[src/hw/rtl/asf_pkg.sv]
// Package for the attractor spring force block: widths, config codes,
// reset values and the transaction structs. No dependencies.
package asf_pkg;

    localparam int FRAC_BITS_DEF = 16;
    localparam int DATA_W        = 32;
    localparam int DIFF_W        = 33;
    localparam int SQ_W          = 66;
    localparam int GAIN_W        = 16;
    localparam int REST_W        = 31;
    localparam int CFG_W         = 31;
    localparam int AXES          = 3;

    localparam logic [GAIN_W-1:0] GAIN_RESET = 16'd6554;
    localparam logic [REST_W-1:0] REST_RESET = 31'd16384;

    typedef enum logic {
        CFG_SPRING_GAIN = 1'b0,
        CFG_REST_LENGTH = 1'b1
    } cfg_idx_t;

    typedef struct packed {
        logic signed [DATA_W-1:0] part_x;
        logic signed [DATA_W-1:0] part_y;
        logic signed [DATA_W-1:0] part_z;
        logic signed [DATA_W-1:0] attr_x;
        logic signed [DATA_W-1:0] attr_y;
        logic signed [DATA_W-1:0] attr_z;
        logic                     last_attractor;
    } in_item_t;

    typedef struct packed {
        logic signed [DATA_W-1:0] accel_x;
        logic signed [DATA_W-1:0] accel_y;
        logic signed [DATA_W-1:0] accel_z;
    } out_item_t;

    // difference vector as magnitude and sign per axis
    typedef struct packed {
        logic [AXES-1:0][DIFF_W-1:0] ad;
        logic [AXES-1:0]             dneg;
        logic                        last;
    } diff_item_t;

endpackage

[src/hw/rtl/asf_queue.sv]
// Two-entry queue between front and back end.
// Depends on asf_pkg.
module asf_queue (
    input  logic                clk,
    input  logic                rst_n,
    input  logic                wr_valid,
    output logic                wr_ready,
    input  asf_pkg::diff_item_t wr_data,
    output logic                rd_valid,
    input  logic                rd_ready,
    output asf_pkg::diff_item_t rd_data
);
    import asf_pkg::*;

    diff_item_t mem [2];
    logic       wr_ptr_reg;
    logic       rd_ptr_reg;
    logic [1:0] count_reg;
    logic       push;
    logic       pop;

    assign wr_ready = (count_reg != 2'd2);
    assign rd_valid = (count_reg != 2'd0);
    assign rd_data  = mem[rd_ptr_reg];
    assign push     = wr_valid && wr_ready;
    assign pop      = rd_valid && rd_ready;

    always_ff @(posedge clk or negedge rst_n)
    begin
        if (!rst_n)
        begin
            wr_ptr_reg <= 1'b0;
            rd_ptr_reg <= 1'b0;
            count_reg  <= 2'd0;
        end
        else
        begin
            if (push)
                wr_ptr_reg <= !wr_ptr_reg;
            if (pop)
                rd_ptr_reg <= !rd_ptr_reg;
            if (push && !pop)
                count_reg <= count_reg + 2'd1;
            else if (pop && !push)
                count_reg <= count_reg - 2'd1;
        end
    end

    always_ff @(posedge clk)
    begin
        if (push)
            mem[wr_ptr_reg] <= wr_data;
    end

endmodule

[config.mk]
export PLATFORM = sky130hd
export DESIGN_NAME = asf_queue
export DESIGN_NICKNAME = d
export VERILOG_FILES = /design/src/hw/rtl/asf_pkg.sv /design/src/hw/rtl/asf_queue.sv
export SDC_FILE = /design/constraint.sdc
export NUM_CORES = 1
export LEC_CHECK = 0
export ABC_AREA = 1
export BUFFER_PORTS_ARGS = -buffer_cell sky130_fd_sc_hd__buf_2
export CELL_PAD_IN_SITES_DETAIL_PLACEMENT = 2
export CELL_PAD_IN_SITES_GLOBAL_PLACEMENT = 2
export CORE_ASPECT_RATIO = 1.2
export CORE_UTILIZATION = 37
export DETAILED_ROUTE_END_ITERATION = 10
export PLACE_DENSITY = 0.85
export SLEW_MARGIN = 20
export SYNTH_ARGS = -nofsm -noshare
export SYNTH_HDL_FRONTEND = slang
export SYNTH_SLANG_ARGS = --single-unit
export TNS_END_PERCENT = 100
[constraint.sdc]
create_clock -name clk -period 16.3 [get_ports clk]
set_input_delay 4.89 -clock clk [delete_from_list [all_inputs] [get_ports clk]]
set_output_delay 4.89 -clock clk [all_outputs]
set_load 0.01 [all_outputs]
==> flow_summary.ini <==
[yosys]
yosysTopAreaCell = edfxtp_1
synth_top_area_frac = 0.8004
synthArstFlopShare = 0.01905
ys.flop_type = edfxtp_1
netlist_instances = 567
ys_seq_area_frac = 0.8133
synth_nets = 675
yosysMostFrequentCell = nand2_1
synth_edf_count = 206
synthTopCellsByCount = nand2_1 (319), edfxtp_1 (206), buf_2 (15)
synth.avg_cell_area_sq_um = 13.63
synth.area.top_cells = edfxtp_1 (80%), nand2_1 (15%), dfrtp_1 (1.3%)
synth-seq-cells = 210
synthesis.area_sq_um = 7729
ys_warn_count = 0
synth_cell_types = 13

[grt]
grt_max_degree = 68
grt.total_usage = 0.2007
overflow = 0
grt_pass1_wl_um = 32380
first_global_vias = 5872
grt_antenna_before_repair = 2

[placement]
hpwl_um = 14190
dp.cells = 1025
postPlaceCellArea_sq_um = 9009
finalWeightedCongestion = 0.7122
portBuffers = 211

[setup_path]
crit_type = reg -> out
crit_path_max_fanout = 67
slowest_stage = dfrtp_4
worstPathArrival_ns = 3.03
start_kind = flip-flop
cpMostUsedCell = nand2_1
cp.required_ns = 11.41
max_stage_delay_ns = 0.82
endpoint_kind = output port
crit_path_cell_trace = clkinv_2, buf_4, nand2_1, nand2_1, buf_2

[pwr]
p_leak_nw = 4.182
power_mw = 1.847
ir_drop_v = 0.00009970
power_density_nw_per_um2 = 189.8

[cts]
numCtsBuffers = 22
cts.reportedPaths.clkPinSlew_ns = 0.06
cts_root_buf = clkbuf_16
cts_repair_resize_count = 0
cts_tree = done
numClockSinks = 210
clock_latency_ns = 0.49
cts_htree_levels = 1
cts_buffer_depth = 3
post_cts_buffers = 0
hold_buffers = 0

[timing]
fin_setup_tns_ns = 0
finalSetupViolations = 0
tightest_slew_ns = 0.9490
timing.final.crit_period_ns = 7.919
finalHoldViolCount = 0
period_share = 0.4858
skew_ns = 0.009363
slew_violations = 0
slew_headroom = 0.3673
fmax_mhz = 126.3
rsz0062_at_grt = no

[routing]
drt-total-wl_um = 21440
ant_nets = 0
via_per_inst = 4.743
drt_iter0_drc = 187
vias = 5065
avgRoutedWirePerCell_um = 20.08
dr.pass1.iters = 4
drc = 0

[final_layout]
nNetsFinal = 893
syn_to_final_growth_pct = 25.92
finish.utilization = 0.4788
largest_reg_flops = 206
drive_above_1_share = 0.3134
design_area_sq_um = 9732
fillCellCount = 2068
finalNonFillerCells = 1068

[floorplan]
initial_core_util = 0.3802
die_area_sq_um = 21470
coreArea_sq_um = 20330
num_rows = 57
die_y_um = 160.3
io_pins = 212
die_width_um = 133.9

[status]
run_status = complete, no violations

[flow_run]
max_cap_violations = 0

[min_path]
holdCritPathClass = reg -> reg
cell usage in the layout, fill, tap and decap left out, types with 3 or more instances in the layout:
cell type / count
clkinv_1: 4
clkbuf_16: 23
dfrtp_1: 3
buf_4: 5
buf_2: 211
clkinv_2: 6
inv_1: 6
nand2_1: 319
clkbuf_1: 6
edfxtp_1: 206
report_power, final:
part	internal [mW]	switching, mW	total [mW]
clock	0.289	0.200	0.489
sequential	0.740	0.0564	0.797
combinational	0.174	0.388	0.561
cells by family after synthesis:
logic type	Yosys count	share of synthesized area
buffers and inverters	30	0.02477
AND/OR/NAND/NOR	324	0.1580
adder cells (fa/ha/maj)	1	0.001619
XOR/XNOR	2	0.002267
flip-flops	210	0.8133
worst paths after layout:
kind,startpoint,end,slack [ns],cells after the start
min reg2reg,count_reg[0]$_DFFE_PN0P_,count_reg[0]$_DFFE_PN0P_,0.52,1
max reg2reg,count_reg[0]$_DFFE_PN0P_,mem[0][83]$_DFFE_PP_,13.80,5
max in group asynchronous,rst_n,rd_ptr_reg$_DFFE_PN0P_,11.92,1
min,count_reg[0]$_DFFE_PN0P_,count_reg[0]$_DFFE_PN0P_,0.52,1
max,rd_ptr_reg$_DFFE_PN0P_,rd_data[79],8.38,5
min in group asynchronous,rst_n,rd_ptr_reg$_DFFE_PN0P_,4.21,1
stage by stage:
step,hold slack (ns),setup WS [ns]
floorplan,0.4625,6.448
global placement,0.4754,8.957
finish,0.5159,8.382
CTS,0.5166,8.305
global route,0.5291,8.169
detailed placement,0.5034,8.845
critical path: cells and delay by family, from the launching register on:
kind                   cells  cell delay (ns)
DFF                        1             0.82
buffers and inverters      3             1.32
and+or+nand+nor            2             0.30
routing by layer:
| metal | GRT usage | share of wire |
|---|---|---|
| met4 | 0.05372 | 0.019 |
| met2 | 0.3994 | 0.57 |
| met1 | 0.2046 | 0.35 |
| met5 | 0 | 0 |
| met3 | 0.04577 | 0.061 |
area by class of cell:
cell class	count	area, sq um	area share
Antenna cell	2	5.005	0.0005143
Clock buffer	29	598.1	0.06146
Clock inverter	11	100.1	0.01029
Inverter	7	27.53	0.002828
Multi-Input combinational cell	327	1266	0.1301
Sequential cell	210	6290	0.6463
Tap cell	265	331.6	0.03407
Timing Repair Buffer	217	1114	0.1144
(Power assumes the default switching activity.)
