===== src/hw/rtl/asf_pkg.sv =====
// Package for the attractor spring force block: widths, config codes,
// reset values and the transaction structs. No dependencies.
package asf_pkg;

    localparam int FRAC_BITS_DEF = 16;
    localparam int DATA_W        = 32;
    localparam int DIFF_W        = 33;
    localparam int SQ_W          = 66;
    localparam int GAIN_W        = 16;
    localparam int REST_W        = 31;
    localparam int CFG_W         = 31;
    localparam int AXES          = 3;

    localparam logic [GAIN_W-1:0] GAIN_RESET = 16'd6554;
    localparam logic [REST_W-1:0] REST_RESET = 31'd16384;

    typedef enum logic {
        CFG_SPRING_GAIN = 1'b0,
        CFG_REST_LENGTH = 1'b1
    } cfg_idx_t;

    typedef struct packed {
        logic signed [DATA_W-1:0] part_x;
        logic signed [DATA_W-1:0] part_y;
        logic signed [DATA_W-1:0] part_z;
        logic signed [DATA_W-1:0] attr_x;
        logic signed [DATA_W-1:0] attr_y;
        logic signed [DATA_W-1:0] attr_z;
        logic                     last_attractor;
    } in_item_t;

    typedef struct packed {
        logic signed [DATA_W-1:0] accel_x;
        logic signed [DATA_W-1:0] accel_y;
        logic signed [DATA_W-1:0] accel_z;
    } out_item_t;

    // difference vector as magnitude and sign per axis
    typedef struct packed {
        logic [AXES-1:0][DIFF_W-1:0] ad;
        logic [AXES-1:0]             dneg;
        logic                        last;
    } diff_item_t;

endpackage


===== src/hw/rtl/asf_if.sv =====
// Valid/ready channel interfaces for input items and results.
// Depends on asf_pkg.
interface asf_item_if;
    import asf_pkg::*;
    logic     valid;
    logic     ready;
    in_item_t payload;
    modport source (output valid, output payload, input ready);
    modport sink   (input valid, input payload, output ready);
endinterface



===== src/hw/rtl/asf_front.sv =====
// Front end: takes input transactions and forms the difference vector.
// Depends on asf_pkg and asf_if.
module asf_front (
    input  logic                clk,
    input  logic                rst_n,
    asf_item_if.sink            item,
    output asf_pkg::diff_item_t q_data,
    output logic                q_valid,
    input  logic                q_ready
);
    import asf_pkg::*;

    logic                          valid_reg;
    diff_item_t                    data_reg;
    diff_item_t                    data_next;
    logic signed [AXES-1:0][DIFF_W-1:0] d;

    assign item.ready = !valid_reg || q_ready;
    assign q_valid    = valid_reg;
    assign q_data     = data_reg;

    always_comb
    begin
        d[0] = {item.payload.part_x[DATA_W-1], item.payload.part_x}
             - {item.payload.attr_x[DATA_W-1], item.payload.attr_x};
        d[1] = {item.payload.part_y[DATA_W-1], item.payload.part_y}
             - {item.payload.attr_y[DATA_W-1], item.payload.attr_y};
        d[2] = {item.payload.part_z[DATA_W-1], item.payload.part_z}
             - {item.payload.attr_z[DATA_W-1], item.payload.attr_z};
        for (int i = 0; i < AXES; i++)
        begin
            data_next.dneg[i] = d[i][DIFF_W-1];
            data_next.ad[i]   = d[i][DIFF_W-1] ? -d[i] : d[i];
        end
        data_next.last = item.payload.last_attractor;
    end

    always_ff @(posedge clk or negedge rst_n)
    begin
        if (!rst_n)
            valid_reg <= 1'b0;
        else if (item.ready)
            valid_reg <= item.valid;
    end

    always_ff @(posedge clk)
    begin
        if (item.valid && item.ready)
            data_reg <= data_next;
    end

endmodule


===== src/flat_wrapper.sv =====
// flat-port wrapper written by rule: the top's interface ports become plain ports
module asf_front_flat import asf_pkg::*;
  (clk, rst_n, q_data, q_valid, q_ready, item_valid, item_payload, item_ready);
  asf_item_if item_i ();
  input  logic clk;
  input  logic rst_n;
  output asf_pkg::diff_item_t q_data;
  output logic q_valid;
  input  logic q_ready;
  input wire logic [$bits(item_i.valid)-1:0] item_valid;
  input wire logic [$bits(item_i.payload)-1:0] item_payload;
  output wire logic [$bits(item_i.ready)-1:0] item_ready;
  assign item_i.valid = item_valid;
  assign item_i.payload = item_payload;
  assign item_ready = item_i.ready;
  asf_front u_core (.clk(clk), .rst_n(rst_n), .item(item_i), .q_data(q_data), .q_valid(q_valid), .q_ready(q_ready));
endmodule

===== config.mk =====
export PLATFORM = sky130hd
export DESIGN_NAME = asf_front_flat
export DESIGN_NICKNAME = d
export VERILOG_FILES = /design/src/hw/rtl/asf_pkg.sv /design/src/hw/rtl/asf_if.sv /design/src/hw/rtl/asf_front.sv /design/src/flat_wrapper.sv
export SDC_FILE = /design/constraint.sdc
export NUM_CORES = 1
export LEC_CHECK = 0
export BUFFER_PORTS_ARGS = -buffer_cell sky130_fd_sc_hd__buf_2
export CAP_MARGIN = 20
export CELL_PAD_IN_SITES_DETAIL_PLACEMENT = 1
export CELL_PAD_IN_SITES_GLOBAL_PLACEMENT = 2
export CORE_ASPECT_RATIO = 1.5
export CORE_MARGIN = 2
export CORE_UTILIZATION = 30
export CTS_BUF_LIST = sky130_fd_sc_hd__clkbuf_4
export DETAILED_ROUTE_END_ITERATION = 16
export PLACE_DENSITY_LB_ADDON = 0.05
export SYNTH_ARGS = -nofsm -noshare
export SYNTH_HDL_FRONTEND = slang
export SYNTH_SLANG_ARGS = --single-unit

===== constraint.sdc =====
create_clock -name clk -period 6.95 [get_ports clk]
set_clock_uncertainty 0.05 [all_clocks]
set_input_delay 1.0425 -clock clk [delete_from_list [all_inputs] [get_ports clk]]
set_output_delay 1.0425 -clock clk [all_outputs]
set_load 0.1 [all_outputs]

==> impl_metrics.env <==
export IMPL_run_status="finished, final reports clean"
export IMPL_cts_root_buffer="clkbuf_4"
export IMPL_fin_area_um2=13400
export IMPL_synth_area_um2=11200
export IMPL_intPower_mw=1.45
export IMPL_synth_nets=1667
export IMPL_cts_buffer_depth=2
export IMPL_synth_seq_cells=104
export IMPL_die_w_um=162
export IMPL_post_cts_setup_buffers=0
export IMPL_dieArea_um2=39100
export IMPL_cts_sinks=104
export IMPL_drt_wl_total_um=38900
export IMPL_power_frac_seq_pct=28.1
export IMPL_wl_per_cell_um=18.3
export IMPL_hold_viol=0
export IMPL_routed_via_count=11000
export IMPL_crit_arrival_ns=4.98
export IMPL_critPathMaxStageDelay_ns=0.64
export IMPL_ys_warn_count=0
export IMPL_tightest_slew_ns=0.937
export IMPL_dp_final_hpwl_um=32700
export IMPL_startpoint_type="input pin"
export IMPL_path_clk_slew_ns=0.18
export IMPL_crit_top_cell="xor2_1"
export IMPL_fill_cells=4600
export IMPL_fin_nets=1940
export IMPL_pwr_share_comb_pct=60.0
export IMPL_reg2reg_slack_ns=4.62
export IMPL_viasPerCell=5.18
export IMPL_cp_end_kind="flop"
export IMPL_crit_path_cell_trace="buf_2 -> ha_1 -> fa_1 -> nor2b_1 -> o2111ai_1 -> a311oi_2 -> a211oi_1 -> o41ai_1 -> xor2_1 -> a211o_1 -> nor4_1 -> a41oi_1 -> xor2_1"
export IMPL_fin_setup_tns_ns=0
export IMPL_fp_row_count=86
export IMPL_numCtsBuffers=9
export IMPL_dr_pass1_iters=4
export IMPL_globalRoute_totalOverflow=0
export IMPL_grt_total_usage_pct=19.8
export IMPL_core_area_um2=36800
export IMPL_max_freq_mhz=212
export IMPL_start_util_pct=30.6
export IMPL_avgSynthCellArea_um2=8.22
export IMPL_num_io_pins=302
export IMPL_multiInputGateArea_um2=7470
export IMPL_die_h_um=241
export IMPL_swShare_pct=53.4
export IMPL_cp_top_family="compound AO/OA/AOI/OAI gates"
export IMPL_cts_htree_levels=3
export IMPL_io_buffers=301
export IMPL_post_cts_resized=0
export IMPL_dpl_cell_area_um2=13200
export IMPL_drive_above_1_share_pct=21.0
export IMPL_drv_slew=0
export IMPL_irDropWorstVdd_mv=0.126
export IMPL_worst_setup_path_type="in2reg"
export IMPL_seqCellArea_um2=3120
export IMPL_slew_headroom_pct=37.5
export IMPL_min_period_over_period_pct=67.9
export IMPL_grt_pass1_vias=11600
export IMPL_crit_fanout=5
export IMPL_gp_congestion=0.856
export IMPL_cts_hold_buffers=0
export IMPL_synthCells=1368
export IMPL_yosysUniqueCellTypes=76
export IMPL_antenna_found_initial=8
export IMPL_pwr_density_cell_nw_per_um2=232
export IMPL_drv_cap=0
export IMPL_switching_power_mw=1.66
export IMPL_synthToLayoutAreaGrowth_pct=19.0
export IMPL_clock_latency_ns=0.54
export IMPL_cp_slowest_cell="o41ai_1"
export IMPL_critPathBufInv=1
export IMPL_rsz0062_at_grt="no"
export IMPL_fin_crit_ns=4.72
export IMPL_hold_path_class="in2async"
export IMPL_antenna_left=0
export IMPL_synth_edf_count=103
export IMPL_ys_flop_type="edfxtp_1"
export IMPL_grt_first_pass_wirelength_um=61200
export IMPL_drcViolationCount=0
export IMPL_leakagePower_nw=5.89
export IMPL_ys_seq_area_share_pct=27.7
export IMPL_tritoncts="done"
export IMPL_required_ns=7.21
export IMPL_async_flop_share_pct=0.962
export IMPL_grt_max_degree=67
export IMPL_setup_viol=0
export IMPL_drt_iter0_drc=371
export IMPL_clkPwrFrac_pct=11.8
[sequential cells by signal, indices dropped and copies added (netlist names)]
name	count
u_core.q_valid	1
u_core.q_data	103
[layout by cell type, fill, tap and decap left out, types with 9 or more instances in the layout]
master    instances
or3_1            12
edfxtp_1        103
nor4_1           12
o21ai_0          88
buf_2           301
nand2b_1         17
nand2_1         114
clkbuf_4          9
nor2_1          104
and3_1           10
o31ai_1          12
o211ai_1         12
o21a_1           19
and2_1           15
a21o_1           24
a211oi_1         15
nand3_1          30
xnor2_1         102
a31oi_1          20
nor2b_1          17
inv_1           130
a21oi_1         118
xor2_1           61
nand4_1          23
nor3_1           36
ha_1             99
[final timing paths]
kind	start	endpoint	cells past startpoint
max in group asynchronous	rst_n	u_core.q_valid	1
worst min register to register	u_core.q_valid	u_core.q_valid	2
worst max-delay path	item_payload[65]	u_core.q_data[35]	13
min in group clk	u_core.q_valid	u_core.q_valid	2
worst min-delay path	rst_n	u_core.q_valid	1
worst max register to register	u_core.q_valid	u_core.q_data[24]	3
[cells by family after synthesis]
family                     after synthesis  share of synthesized area [%]
AOI/OAI and AO/OA                      394                           22.7
buffers and inverters                  175                           5.88
and+or+nand+nor                        425                           19.0
adders and majority gates              102                           11.6
DFF                                    104                           27.7
xor gates and xnor gates               163                           12.7
muxes                                    5                          0.456
[cell usage after synthesis (all sizes together), types with 5 or more instances]
library cell  instances  area (µm²)
a2111oi               7        67.6
a211o                 7        61.3
a211oi               16         125
a21boi                6        45.0
a21o                 24         180
a21oi               119         599
a221oi                5        43.8
a31oi                20         125
and2                 16         100
and3                 10        62.6
clkbuf               40         150
edfxtp              103        3090
ha                   99        1240
inv                 131         492
nand2               114         428
nand2b               17         106
nand3                30         150
nand3b                7        52.6
nand4                23         144
nor2                104         390
nor2b                17         106
nor3                 36         180
nor4                 16         151
nor4b                 5        43.8
o2111ai               5        43.8
o211ai               12        90.1
o21a                 19         143
o21ai                89         445
o21bai                5        37.5
o31a                  5        43.8
o31ai                12        90.1
o41ai                 5        43.8
or2                   6        37.5
or3                  12        75.1
or4                   5        37.5
xnor2               102         893
xor2                 61         534
[metrics by stage]
stage,cells,power [mW],setup slack [ns],hold WS [ns],utilization [%]
finish,2131,3.10,2.23,0.181,36.4
global route,2131,3.30,1.91,0.119,36.4
CTS,2130,3.15,2.24,0.104,36.3
detailed placement,2114,2.76,1.55,0.477,35.9
global placement,2114,2.75,1.66,0.465,35.9
floorplan,1368,2.35,2.09,0.697,-
[final cells by class]
cell class	count	share of cell area (%)
Clock inverter	7	0.599
Multi-Input combinational cell	1089	55.8
Tap cell	484	4.53
Timing Repair Buffer	306	11.5
Antenna cell	1	0.0187
Inverter	131	3.68
Sequential cell	104	23.3
Clock buffer	9	0.505
[routing by layer]
layer,vias up,track usage (%),part of all wire (%)
met4,14,3.27,0.82
met3,33,4.00,4.4
li1,5498,-,-
met5,-,0,0.17
met1,5299,21.4,39
met2,196,39.9,55
[power groups by stage]
stage               clock [mW]  sequential [mW]  combinational, mW
detailed placement           0            0.890               1.87
global placement             0            0.891               1.86
CTS                      0.390            0.876               1.88
global route             0.411            0.883               2.01
finish                   0.367            0.873               1.86
floorplan                    0             1.55              0.802
[worst reg2reg max path, delay by kind of cell (launching register included)]
family | cells | cell delay, ns
DFF | 1 | 0.41
and+or+nand+nor | 2 | 0.61
buffers and inverters | 1 | 0.84
(Power assumes the default switching activity.)
